`config.mk`:
```
export PLATFORM = sky130hd
export DESIGN_NAME = length_prefixed_payload_deframer_top
export DESIGN_NICKNAME = d
export VERILOG_FILES = /design/src/design/lppd_pkg.sv /design/src/design/length_prefixed_payload_deframer_top.sv /design/src/design/lppd_ram.sv
export SDC_FILE = /design/constraint.sdc
export NUM_CORES = 1
export LEC_CHECK = 0
export BUFFER_PORTS_ARGS = -buffer_cell sky130_fd_sc_hd__buf_2
export CAP_MARGIN = 10
export CORE_MARGIN = 2
export CORE_UTILIZATION = 55
export DETAILED_ROUTE_END_ITERATION = 7
export PLACE_DENSITY = 0.78
export RECOVER_POWER = 100
export SLEW_MARGIN = 0
export SYNTH_ARGS = -nofsm -noshare
export SYNTH_HDL_FRONTEND = slang
export SYNTH_SLANG_ARGS = --single-unit
```
`constraint.sdc`:
```
create_clock -name clk -period 6.2 [get_ports clk]
set_input_delay 1.24 -clock clk [delete_from_list [all_inputs] [get_ports clk]]
set_output_delay 1.24 -clock clk [all_outputs]
set_load 0.01 [all_outputs]
```
`src/design/lppd_pkg.sv`:
```
// shared types, constants and helpers for the length-prefixed payload deframer
package lppd_pkg;

    localparam int RING_DEPTH_DEF  = 64;
    localparam int LENGTH_BITS_DEF = 16;

    typedef enum logic [1:0] {
        OP_BYTE_IN = 2'd0,
        OP_READ    = 2'd1,
        OP_PEEK    = 2'd2,
        OP_CLEAR   = 2'd3
    } op_t;

    localparam logic [7:0] CHAR_PLUS  = 8'h2B;
    localparam logic [7:0] CHAR_COLON = 8'h3A;
    localparam logic [7:0] CHAR_ZERO  = 8'h30;
    localparam logic [7:0] CHAR_NINE  = 8'h39;

    // "+IPD", one character per match position
    function automatic logic [7:0] hdr_char(input logic [1:0] idx);
        logic [7:0] c;
        unique case (idx)
            2'd0:    c = 8'h2B;
            2'd1:    c = 8'h49;
            2'd2:    c = 8'h50;
            2'd3:    c = 8'h44;
            default: c = 8'h00;
        endcase
        return c;
    endfunction

endpackage

```
`src/design/length_prefixed_payload_deframer_top.sv`:
```
// Modem byte stream deframer: hunts "+IPD", parses the length, buffers the payload in a ring
//
// Usage:
//   Input channel (in_valid / in_ready) carries operation and rx_byte. Operation byte-in
//   feeds one modem byte to the parser; read pops one ring byte, peek looks at the oldest
//   ring byte without popping it, clear empties the ring and drops any frame in progress.
//   Output channel (out_valid / out_ready) returns one result per request: data_byte and
//   data_valid for read and peek, the ring fill level, the payload bytes still expected
//   for the current frame, and byte_dropped when a payload byte found the ring full.
//   The ring keeps one slot empty, so it holds at most RING_DEPTH-1 bytes.
// Timing:
//   For each request, parser and ring pointers update at acceptance, the ring
//   is written or read on the same edge, and the result appears on the output register the
//   cycle after. One request per cycle is sustained; the single ring write port and
//   the registered read port each serve one access per request.
//   A stalled receiver holds the result; a new request is still taken in the cycle the
//   held result leaves (in_ready = !out_valid || out_ready).
// Reset:
//   rst_n clears parser state, ring pointers and the output valid at once; the ring
//   contents need no clearing since only bytes between head and tail are ever read.
module length_prefixed_payload_deframer_top #(
    parameter int RING_DEPTH  = lppd_pkg::RING_DEPTH_DEF,
    parameter int LENGTH_BITS = lppd_pkg::LENGTH_BITS_DEF,
    localparam int PTR_W      = $clog2(RING_DEPTH)
) (
    input  logic                   clk,
    input  logic                   rst_n,
    input  logic                   in_valid,
    output logic                   in_ready,
    input  logic [1:0]             operation,
    input  logic [7:0]             rx_byte,
    output logic                   out_valid,
    input  logic                   out_ready,
    output logic [7:0]             data_byte,
    output logic                   data_valid,
    output logic [PTR_W-1:0]       fill_count,
    output logic [LENGTH_BITS-1:0] payload_remaining,
    output logic                   byte_dropped
);

    typedef enum logic [1:0] {
        PH_HUNT    = 2'd0,
        PH_DIGITS  = 2'd1,
        PH_SKIP    = 2'd2,
        PH_PAYLOAD = 2'd3
    } phase_t;

    localparam logic [PTR_W-1:0]       PTR_LAST = PTR_W'(RING_DEPTH - 1);
    localparam logic [PTR_W:0]         DEPTH_EXT = (PTR_W + 1)'(RING_DEPTH);
    localparam logic [LENGTH_BITS+3:0] LEN_MAX = {4'b0, {LENGTH_BITS{1'b1}}};

    phase_t                 phase_reg, phase_next;
    logic [1:0]             hdr_pos_reg, hdr_pos_next;
    logic [LENGTH_BITS-1:0] len_acc_reg, len_acc_next;
    logic [LENGTH_BITS-1:0] bytes_left_reg, bytes_left_next;
    logic [PTR_W-1:0]       head_reg, head_next;
    logic [PTR_W-1:0]       tail_reg, tail_next;
    logic                   out_valid_reg;
    logic                   data_valid_reg, data_valid_next;
    logic [PTR_W-1:0]       fill_reg, fill_next;
    logic [LENGTH_BITS-1:0] remain_reg;
    logic                   dropped_reg, dropped_next;

    logic                   accept;
    lppd_pkg::op_t          op;
    logic                   ring_we, ring_re;
    logic [7:0]             ring_rdata;
    logic [PTR_W-1:0]       tail_inc, head_inc;
    logic                   ring_full, ring_empty;
    logic                   is_digit;
    logic [7:0]             digit_diff;
    logic [LENGTH_BITS+3:0] len_sum;
    logic [LENGTH_BITS-1:0] bytes_dec;
    logic [PTR_W:0]         fill_wide;

    assign in_ready = !out_valid_reg || out_ready;
    assign accept   = in_valid && in_ready;
    assign op       = lppd_pkg::op_t'(operation);

    assign tail_inc   = (tail_reg == PTR_LAST) ? '0 : tail_reg + 1'b1;
    assign head_inc   = (head_reg == PTR_LAST) ? '0 : head_reg + 1'b1;
    assign ring_full  = (tail_inc == head_reg);
    assign ring_empty = (head_reg == tail_reg);

    assign is_digit   = (rx_byte >= lppd_pkg::CHAR_ZERO) && (rx_byte <= lppd_pkg::CHAR_NINE);
    assign digit_diff = rx_byte - lppd_pkg::CHAR_ZERO;
    // acc * 10 + digit as shifts and adds
    assign len_sum    = {1'b0, len_acc_reg, 3'b0} + {3'b0, len_acc_reg, 1'b0}
                      + {{LENGTH_BITS{1'b0}}, digit_diff[3:0]};
    assign bytes_dec  = (bytes_left_reg != '0) ? bytes_left_reg - 1'b1 : bytes_left_reg;

    always_comb
    begin
        phase_next      = phase_reg;
        hdr_pos_next    = hdr_pos_reg;
        len_acc_next    = len_acc_reg;
        bytes_left_next = bytes_left_reg;
        head_next       = head_reg;
        tail_next       = tail_reg;
        data_valid_next = 1'b0;
        dropped_next    = 1'b0;
        ring_we         = 1'b0;
        ring_re         = 1'b0;

        unique case (op)
            lppd_pkg::OP_BYTE_IN:
            begin
                unique case (phase_reg)
                    PH_HUNT:
                    begin
                        if (rx_byte == lppd_pkg::hdr_char(hdr_pos_reg))
                        begin
                            if (hdr_pos_reg == 2'd3)
                            begin
                                hdr_pos_next = '0;
                                len_acc_next = '0;
                                phase_next   = PH_DIGITS;
                            end
                            else
                            begin
                                hdr_pos_next = hdr_pos_reg + 1'b1;
                            end
                        end
                        else
                        begin
                            // a stray '+' restarts the match at its first character
                            hdr_pos_next = (rx_byte == lppd_pkg::CHAR_PLUS) ? 2'd1 : 2'd0;
                        end
                    end
                    PH_DIGITS, PH_SKIP:
                    begin
                        if (phase_reg == PH_DIGITS && is_digit)
                        begin
                            len_acc_next = (len_sum > LEN_MAX) ? LEN_MAX[LENGTH_BITS-1:0]
                                                               : len_sum[LENGTH_BITS-1:0];
                        end
                        else if (rx_byte == lppd_pkg::CHAR_COLON)
                        begin
                            bytes_left_next = len_acc_reg;
                            hdr_pos_next    = '0;
                            phase_next      = (len_acc_reg != '0) ? PH_PAYLOAD : PH_HUNT;
                        end
                        else
                        begin
                            phase_next = PH_SKIP;
                        end
                    end
                    PH_PAYLOAD:
                    begin
                        if (ring_full)
                        begin
                            dropped_next = 1'b1;
                        end
                        else
                        begin
                            ring_we   = accept;
                            tail_next = tail_inc;
                        end
                        bytes_left_next = bytes_dec;
                        if (bytes_dec == '0)
                        begin
                            phase_next = PH_HUNT;
                        end
                    end
                    default:
                    begin
                        phase_next = PH_HUNT;
                    end
                endcase
            end
            lppd_pkg::OP_READ, lppd_pkg::OP_PEEK:
            begin
                if (!ring_empty)
                begin
                    ring_re         = accept;
                    data_valid_next = 1'b1;
                    if (op == lppd_pkg::OP_READ)
                    begin
                        head_next = head_inc;
                    end
                end
            end
            lppd_pkg::OP_CLEAR:
            begin
                head_next       = '0;
                tail_next       = '0;
                hdr_pos_next    = '0;
                phase_next      = PH_HUNT;
                len_acc_next    = '0;
                bytes_left_next = '0;
            end
            default:
            begin
                phase_next = phase_reg;
            end
        endcase
    end

    assign fill_wide = (tail_next >= head_next)
                     ? {1'b0, tail_next} - {1'b0, head_next}
                     : {1'b0, tail_next} + DEPTH_EXT - {1'b0, head_next};
    assign fill_next = fill_wide[PTR_W-1:0];

    // head and tail never coincide on a read of a live entry, so no bypass is needed
    lppd_ram #(
        .WIDTH(8),
        .DEPTH(RING_DEPTH)
    ) u_ring (
        .clk  (clk),
        .we   (ring_we),
        .waddr(tail_reg),
        .wdata(rx_byte),
        .re   (ring_re),
        .raddr(head_reg),
        .rdata(ring_rdata)
    );

    always_ff @(posedge clk or negedge rst_n)
    begin
        if (!rst_n)
        begin
            phase_reg      <= PH_HUNT;
            hdr_pos_reg    <= '0;
            len_acc_reg    <= '0;
            bytes_left_reg <= '0;
            head_reg       <= '0;
            tail_reg       <= '0;
            out_valid_reg  <= 1'b0;
            data_valid_reg <= 1'b0;
            fill_reg       <= '0;
            remain_reg     <= '0;
            dropped_reg    <= 1'b0;
        end
        else
        begin
            if (accept)
            begin
                phase_reg      <= phase_next;
                hdr_pos_reg    <= hdr_pos_next;
                len_acc_reg    <= len_acc_next;
                bytes_left_reg <= bytes_left_next;
                head_reg       <= head_next;
                tail_reg       <= tail_next;
                data_valid_reg <= data_valid_next;
                fill_reg       <= fill_next;
                remain_reg     <= bytes_left_next;
                dropped_reg    <= dropped_next;
                out_valid_reg  <= 1'b1;
            end
            else if (out_ready)
            begin
                out_valid_reg <= 1'b0;
            end
        end
    end

    assign out_valid         = out_valid_reg;
    assign data_byte         = data_valid_reg ? ring_rdata : 8'h00;
    assign data_valid        = data_valid_reg;
    assign fill_count        = fill_reg;
    assign payload_remaining = remain_reg;
    assign byte_dropped      = dropped_reg;

endmodule

```
`src/design/lppd_ram.sv`:
```
// generic single-write, single-read ram with registered read data
module lppd_ram #(
    parameter int WIDTH = 8,
    parameter int DEPTH = 64
) (
    input  logic                     clk,
    input  logic                     we,
    input  logic [$clog2(DEPTH)-1:0] waddr,
    input  logic [WIDTH-1:0]         wdata,
    input  logic                     re,
    input  logic [$clog2(DEPTH)-1:0] raddr,
    output logic [WIDTH-1:0]         rdata
);

    logic [WIDTH-1:0] mem [DEPTH];

    always_ff @(posedge clk)
    begin
        if (we)
        begin
            mem[waddr] <= wdata;
        end
        if (re)
        begin
            rdata <= mem[raddr];
        end
    end

endmodule

```
==> impl_metrics.json, run 1 <==
{
  "wirelength_um": 57800,
  "grt_antenna_before_repair": 0,
  "register_area_sq_um": 17000,
  "synth_area_leaders": "edfxtp_1, mux4_2, dfrtp_1, ha_1, mux2i_1",
  "r2r_slack_ns": 1.08,
  "layout_commonest_cell": "edfxtp_1",
  "root_buffer": "clkbuf_16",
  "path_cells": "clkbuf_2, clkbuf_2, mux4_2, mux4_2, a32oi_1, o21ai_0",
  "clk_pin_slew_ns": 0.06,
  "grt_pass1_vias": 14100,
  "die_w_um": 219,
  "arrival_ns": 5.44,
  "drtPass1Iterations": 6,
  "row_count": 78,
  "drcViolationCount": 0,
  "failed_checks": "capacitance limit, slew limit",
  "crit_fanout": 69,
  "criticalPathCategory": "reg -> reg",
  "reg2reg_depth": 6,
  "worstMarginPinSlew_ns": 3.13,
  "setup_viol": 0,
  "nets": 1629,
  "crit_buf_inv": 2,
  "grt_start_max_net_pins": 70,
  "drt_iter0_markers": 2052,
  "syn_area_per_cell_sq_um": 16.6,
  "antenna_left": 0,
  "clock_path_buffers": 3,
  "min_path_cells": 2,
  "p_per_area_nw_per_um2": 352,
  "slowest_stage": "clkbuf_2",
  "layout_common_cells": "edfxtp_1, mux4_2, nor2_1",
  "antennaDiodeCount": 0,
  "num_vias": 14200,
  "period_minus_slack_ns": 5.12,
  "post_drt_via_cell_ratio": 6.44,
  "cts_tree": "done",
  "synth_fp_nets": 1593,
  "cts_made_buffers": 54,
  "grt_overflow": 0,
  "wire_per_inst_um": 26.2,
  "synthToLayoutAreaGrowth_pct": 10.0,
  "status": "finished with violations",
  "worstHoldEndpoint": "fill_count[1]",
  "slew_headroom": -1.09,
  "start_util": 0.558,
  "core_area_sq_um": 45400,
  "pin_count": 48,
  "finalCritPeriodShare": 0.826,
  "fillers": 3186,
  "cts_resized": 0,
  "hold_class": "reg -> reg",
  "synth_warnings": 0,
  "cts_hold_buffers": 0,
  "die_area_sq_um": 47800,
  "place_ws_ns": 1.38,
  "synth.distinct_cells": 83,
  "tns_ns": 0,
  "io_buffers": 47,
  "min_from": "fill_count[1]",
  "fp.dieH_um": 219,
  "synth_edf_count": 520,
  "setup_slack_ns": 1.08,
  "max_cap_violations": 9,
  "skew_ns": 0.0246,
  "p_leak_uw": 0.00915,
  "async_flop_share": 0.0988,
  "synth_cells": 1526,
  "finalMaxSlewViolations": 575,
  "layout-drive-gt1-share": 0.166,
  "clock_sinks": 577,
  "grt_pass1_wl_um": 87700,
  "r2r-start": "head_reg[1]",
  "seq_area_frac_synth": 0.673,
  "ys_seq_elements": 577,
  "place_congestion": 0.898,
  "cts_setup_buffers": 0,
  "syn_area_sq_um": 25300,
  "synth_top_flop_cell": "edfxtp_1",
  "hold_viol": 0,
  "yosysTopAreaCell": "edfxtp_1",
  "vdd_drop_max_uv": 270,
  "cp_slowest_stage_delay_ns": 1.52,
  "synth_top_area_share": 0.616,
  "crit_family": "buffers and inverters",
  "largest_register_ff_count": 512,
  "clk_latency_ns": 0.61,
  "gr-usage-all-layers": 0.248,
  "multi_input_area_sq_um": 7800,
  "htree_levels": 2,
  "cp-start-kind": "flip-flop",
  "reg2reg_to": "u_ring.rdata[6]",
  "cp.required_ns": 6.51,
  "endpoint_kind": "flip-flop",
  "rsz0062_at_grt": "no",
  "fmax_mhz": 195,
  "dp_hpwl_um": 35700
}
-- worst register-to-register path: stages, from the launching register on --
cell      delay [ns]
dfrtp_4         0.43
clkbuf_2        1.43
clkbuf_2        1.54
mux4_2          0.53
mux4_2          0.54
a32oi_1         0.21
o21ai_0         0.15
-- worst max path at each step --
stage           startpoint              end  slack [ns]  cells after the start
5_1_grt        head_reg[1]  u_ring.rdata[4]        0.80                      7
6_report       head_reg[1]  u_ring.rdata[6]        1.08                      6
3_5_place_dp    rx_byte[3]   len_acc_reg[3]        1.38                     11
3_3_place_gp    rx_byte[3]   len_acc_reg[3]        1.45                     11
4_1_cts        head_reg[5]    fill_count[5]        1.90                     15
2_1_floorplan   rx_byte[2]   len_acc_reg[5]        2.05                     12
-- through the flow --
stage / util / power, uW / area, sq um / cells / hold WS, ns
after CTS: 0.617 / 9850 / 28000 / 2207 / 0.486
after floorplan: - / 5880 / 25300 / 1526 / 0.514
after global routing: 0.614 / 10200 / 27900 / 2207 / 0.514
after global placement: 0.575 / 6350 / 26100 / 2106 / 0.464
final: 0.614 / 9810 / 27900 / 2207 / 0.481
after detailed placement: 0.575 / 6390 / 26100 / 2106 / 0.470
-- layout make-up --
| class | instances | area share |
|---|---|---|
| Sequential cell | 577 | 0.612 |
| Multi-Input combinational cell | 837 | 0.280 |
| Clock buffer | 63 | 0.0523 |
| Tap cell | 600 | 0.0269 |
| Clock inverter | 38 | 0.0151 |
| Timing Repair Buffer | 66 | 0.0106 |
| Inverter | 26 | 0.00350 |
-- report_power, final --
group	total, uW	internal, uW	switching (uW)
sequential	4620	4360	259
combinational	1700	708	991
clock	3500	2060	1440
total	9810	7120	2690
-- per-layer routing --
| metal | global-route usage | wire (um) |
|---|---|---|
| met1 | 0.343 | 22800 |
| met2 | 0.405 | 28500 |
| met3 | 0.0404 | 4480 |
| met4 | 0.0864 | 2000 |
| met5 | 0 | 0 |
-- Yosys cell counts (all sizes together) (3+ instances only) --
cell    number
ha          50
a21o        12
buf         35
dfrtp       57
a31oi       11
a41oi        3
a32oi        3
xnor2       20
mux4       145
nor4        10
nand2       92
and3        13
a21oi       51
inv         25
nand2b      17
o21ai       65
xor2         8
nand3b       5
a22oi        8
mux2i       49
or3          7
a211oi       5
fa           3
o31ai       10
and2        15
nor3        18
o211ai       4
nand4        6
or2          3
or4b         3
clkbuf      51
nand3       22
nor2b       10
mux2         5
edfxtp     520
a221oi      13
o41ai        3
a22o         4
nor2       109
-- cells by family after synthesis --
logic type	count (synthesis)	synth area share
buffers and inverters	112	0.0179
multiplexers	199	0.151
AND/OR/NAND/NOR	344	0.0664
flip-flops	577	0.673
adder cells (fa/ha/maj)	53	0.0271
AO/OA/AOI/OAI	213	0.0557
XOR/XNOR	28	0.00968
No activity file was read; power rests on OpenSTA's default activity.
==> run 2, diff against run 1 <==
ABC_AREA = 1   (was default)
PLACE_DENSITY = 0.81   (was 0.78)
clock period = 4.4 ns   (was 6.2 ns; I/O delays follow)
==> run 2 against run 1 <==
The flow still finishes with violations (capacitance limit, slew limit). Final area increased by 1.8%. Critical path depth increased by 1. Power increased by 61%. Register-to-register slack got worse by 0.50 ns. Non-clock buffer count increased by 9. First-iteration DRC count increased by 25%. Clock-buffer cell count increased by 6. Combinational power increased to 2.7 times the previous value. Die area increased by 3.9%. Via count increased by 34%. Worst hold slack improved by 0.0057 ns. Largest power group unchanged.
==> impl_metrics.json, run 2 <==
{
  "syn_area_sq_um": 26300,
  "r2r_slack_ns": 0.58,
  "row_count": 80,
  "hold_viol": 0,
  "largest_register_ff_count": 512,
  "synth_warnings": 0,
  "cp-start-kind": "input port",
  "die_w_um": 223,
  "cts_resized": 0,
  "min_from": "fill_count[1]",
  "worstMarginPinSlew_ns": 3.15,
  "place_congestion": 0.898,
  "crit_fanout": 34,
  "cts_setup_buffers": 0,
  "clock_path_buffers": 3,
  "cts_tree": "done",
  "max_cap_violations": 8,
  "stdcell_area_sq_um": 28400,
  "vdd_drop_max_uv": 331,
  "rsz0062_at_grt": "no",
  "hold_class": "reg -> reg",
  "nets": 2444,
  "async_flop_share": 0.0988,
  "dp_hpwl_um": 41300,
  "yosysTopAreaCell": "edfxtp_1",
  "p_per_area_nw_per_um2": 555,
  "place_inst": 2936,
  "gr-usage-all-layers": 0.271,
  "synth_top_area_share": 0.593,
  "core_area_sq_um": 47500,
  "wirelength_um": 67900,
  "tns_ns": 0,
  "synth_edf_count": 520,
  "status": "finished with violations",
  "ys_seq_elements": 577,
  "synth_area_leaders": "edfxtp_1, o21ai_0, nor2_1, dfrtp_1, nand2_1",
  "cts_made_buffers": 54,
  "placed_area_sq_um": 26900,
  "cts_hold_buffers": 0,
  "slew_headroom": -1.10,
  "clk_pin_slew_ns": 0.07,
  "synth_fp_nets": 2448,
  "grt_antenna_before_repair": 0,
  "synth_cells": 2381,
  "layout_commonest_cell": "edfxtp_1",
  "criticalPathCategory": "in -> reg",
  "failed_checks": "capacitance limit, slew limit",
  "fp.dieH_um": 223,
  "drt_iter0_markers": 2556,
  "root_buffer": "clkbuf_16",
  "cp.required_ns": 4.93,
  "syn_area_per_cell_sq_um": 11.1,
  "pin_count": 48,
  "antennaDiodeCount": 0,
  "grt_start_max_net_pins": 200,
  "grt_overflow": 0,
  "htree_levels": 2,
  "p_leak_uw": 0.0103,
  "synth.distinct_cells": 58,
  "io_buffers": 47,
  "reg2reg_depth": 11,
  "layout_common_cells": "edfxtp_1, nor2_1, o21ai_0",
  "wire_per_inst_um": 22.4,
  "min_path_cells": 2,
  "hold_ws_ns": 0.487,
  "drcViolationCount": 0,
  "drtPass1Iterations": 6,
  "layout-drive-gt1-share": 0.0685,
  "endpoint_kind": "flip-flop",
  "worstHoldEndpoint": "fill_count[1]",
  "period_minus_slack_ns": 4.15,
  "finalCritPeriodShare": 0.943,
  "finalMaxSlewViolations": 414,
  "synthMostInstantiatedCell": "edfxtp_1",
  "synth_commonest_cells": "edfxtp_1, nor2_1, o21ai_0",
  "num_vias": 19000,
  "grt_pass1_wl_um": 104000,
  "setup_viol": 0,
  "reg2reg_to": "u_ring.mem[9][6]",
  "final_cell_count_no_fill": 3038,
  "r2r-start": "tail_reg[0]",
  "arrival_ns": 4.68,
  "seq_area_frac_synth": 0.647,
  "clock_sinks": 577,
  "die_area_sq_um": 49600,
  "fmax_mhz": 241,
  "start_util": 0.554,
  "post_drt_via_cell_ratio": 6.26,
  "clk_latency_ns": 0.62,
  "grt_pass1_vias": 18400,
  "skew_ns": 0.0244,
  "final_core_util": 0.597,
  "antenna_left": 0,
  "synth_top_flop_cell": "edfxtp_1",
  "synthToLayoutAreaGrowth_pct": 7.79
}
## run 2: changes by cell type after synthesis, moves of 20 or more
cell	change
nor2_1	+331
mux4_2	-145
nand3_1	+50
a21oi_1	-20
o22ai_1	+145
nand2_1	+192
o21ai_1	+21
inv_1	+82
buf_2	+24
mux2i_1	-49
o21ai_0	+275
## run 2: critical path: stages
cell and delay, ns:
clkbuf_1 0.30, clkbuf_1 1.29, clkbuf_1 1.38, nand2_1 0.12
o41ai_1 0.40, nand4_1 0.16, o21ai_0 0.11
## run 2: cell type report
type / instances / area [sq um]
Clock inverter: 33 / 239
Sequential cell: 577 / 17000
Timing Repair Buffer: 75 / 377
Inverter: 111 / 424
Tap cell: 615 / 769
Fill cell: 3665 / 19200
Multi-Input combinational cell: 1558 / 8030
Clock buffer: 69 / 1500
## run 2: per-stage QoR
stage | setup slack (ns) | total power, uW
after floorplan | 1.22 | 9940
after global placement | 0.649 | 11100
after detailed placement | 0.578 | 11200
after CTS | 0.776 | 15700
after global routing | 0.190 | 16500
final | 0.249 | 15800
## run 2: kinds of logic after synthesis
logic type	Yosys count	synth area share
simple gates	872	0.142
buf+inv	246	0.0418
fa+ha+maj	53	0.0260
flops	577	0.647
compound gates	608	0.134
xor+xnor	25	0.00860
## run 2: how the worst max path moves through the flow
stage	slack (ns)	endpoint	start	cells past startpoint
4_1_cts	0.78	fill_count[5]	tail_reg[0]	26
2_1_floorplan	1.22	fill_count[5]	operation[1]	20
3_5_place_dp	0.58	fill_count[5]	operation[0]	22
5_1_grt	0.19	len_acc_reg[6]	rx_byte[3]	15
3_3_place_gp	0.65	fill_count[5]	operation[0]	20
6_report	0.25	hdr_pos_reg[0]	rx_byte[5]	7
## run 2: per-layer routing
layer	track usage	routed length (um)	up-vias
li1	-	-	8510
met1	0.364	25800	9115
met2	0.443	32500	1199
met3	0.0472	6910	191
met4	0.107	2680	0
met5	0	0	-
## run 2: where the power goes
| part | internal (uW) | switching (uW) | total [uW] |
|---|---|---|---|
| clock network | 2540 | 2040 | 4580 |
| logic | 1480 | 3190 | 4670 |
| registers | 6180 | 334 | 6520 |
| total | 10200 | 5560 | 15800 |
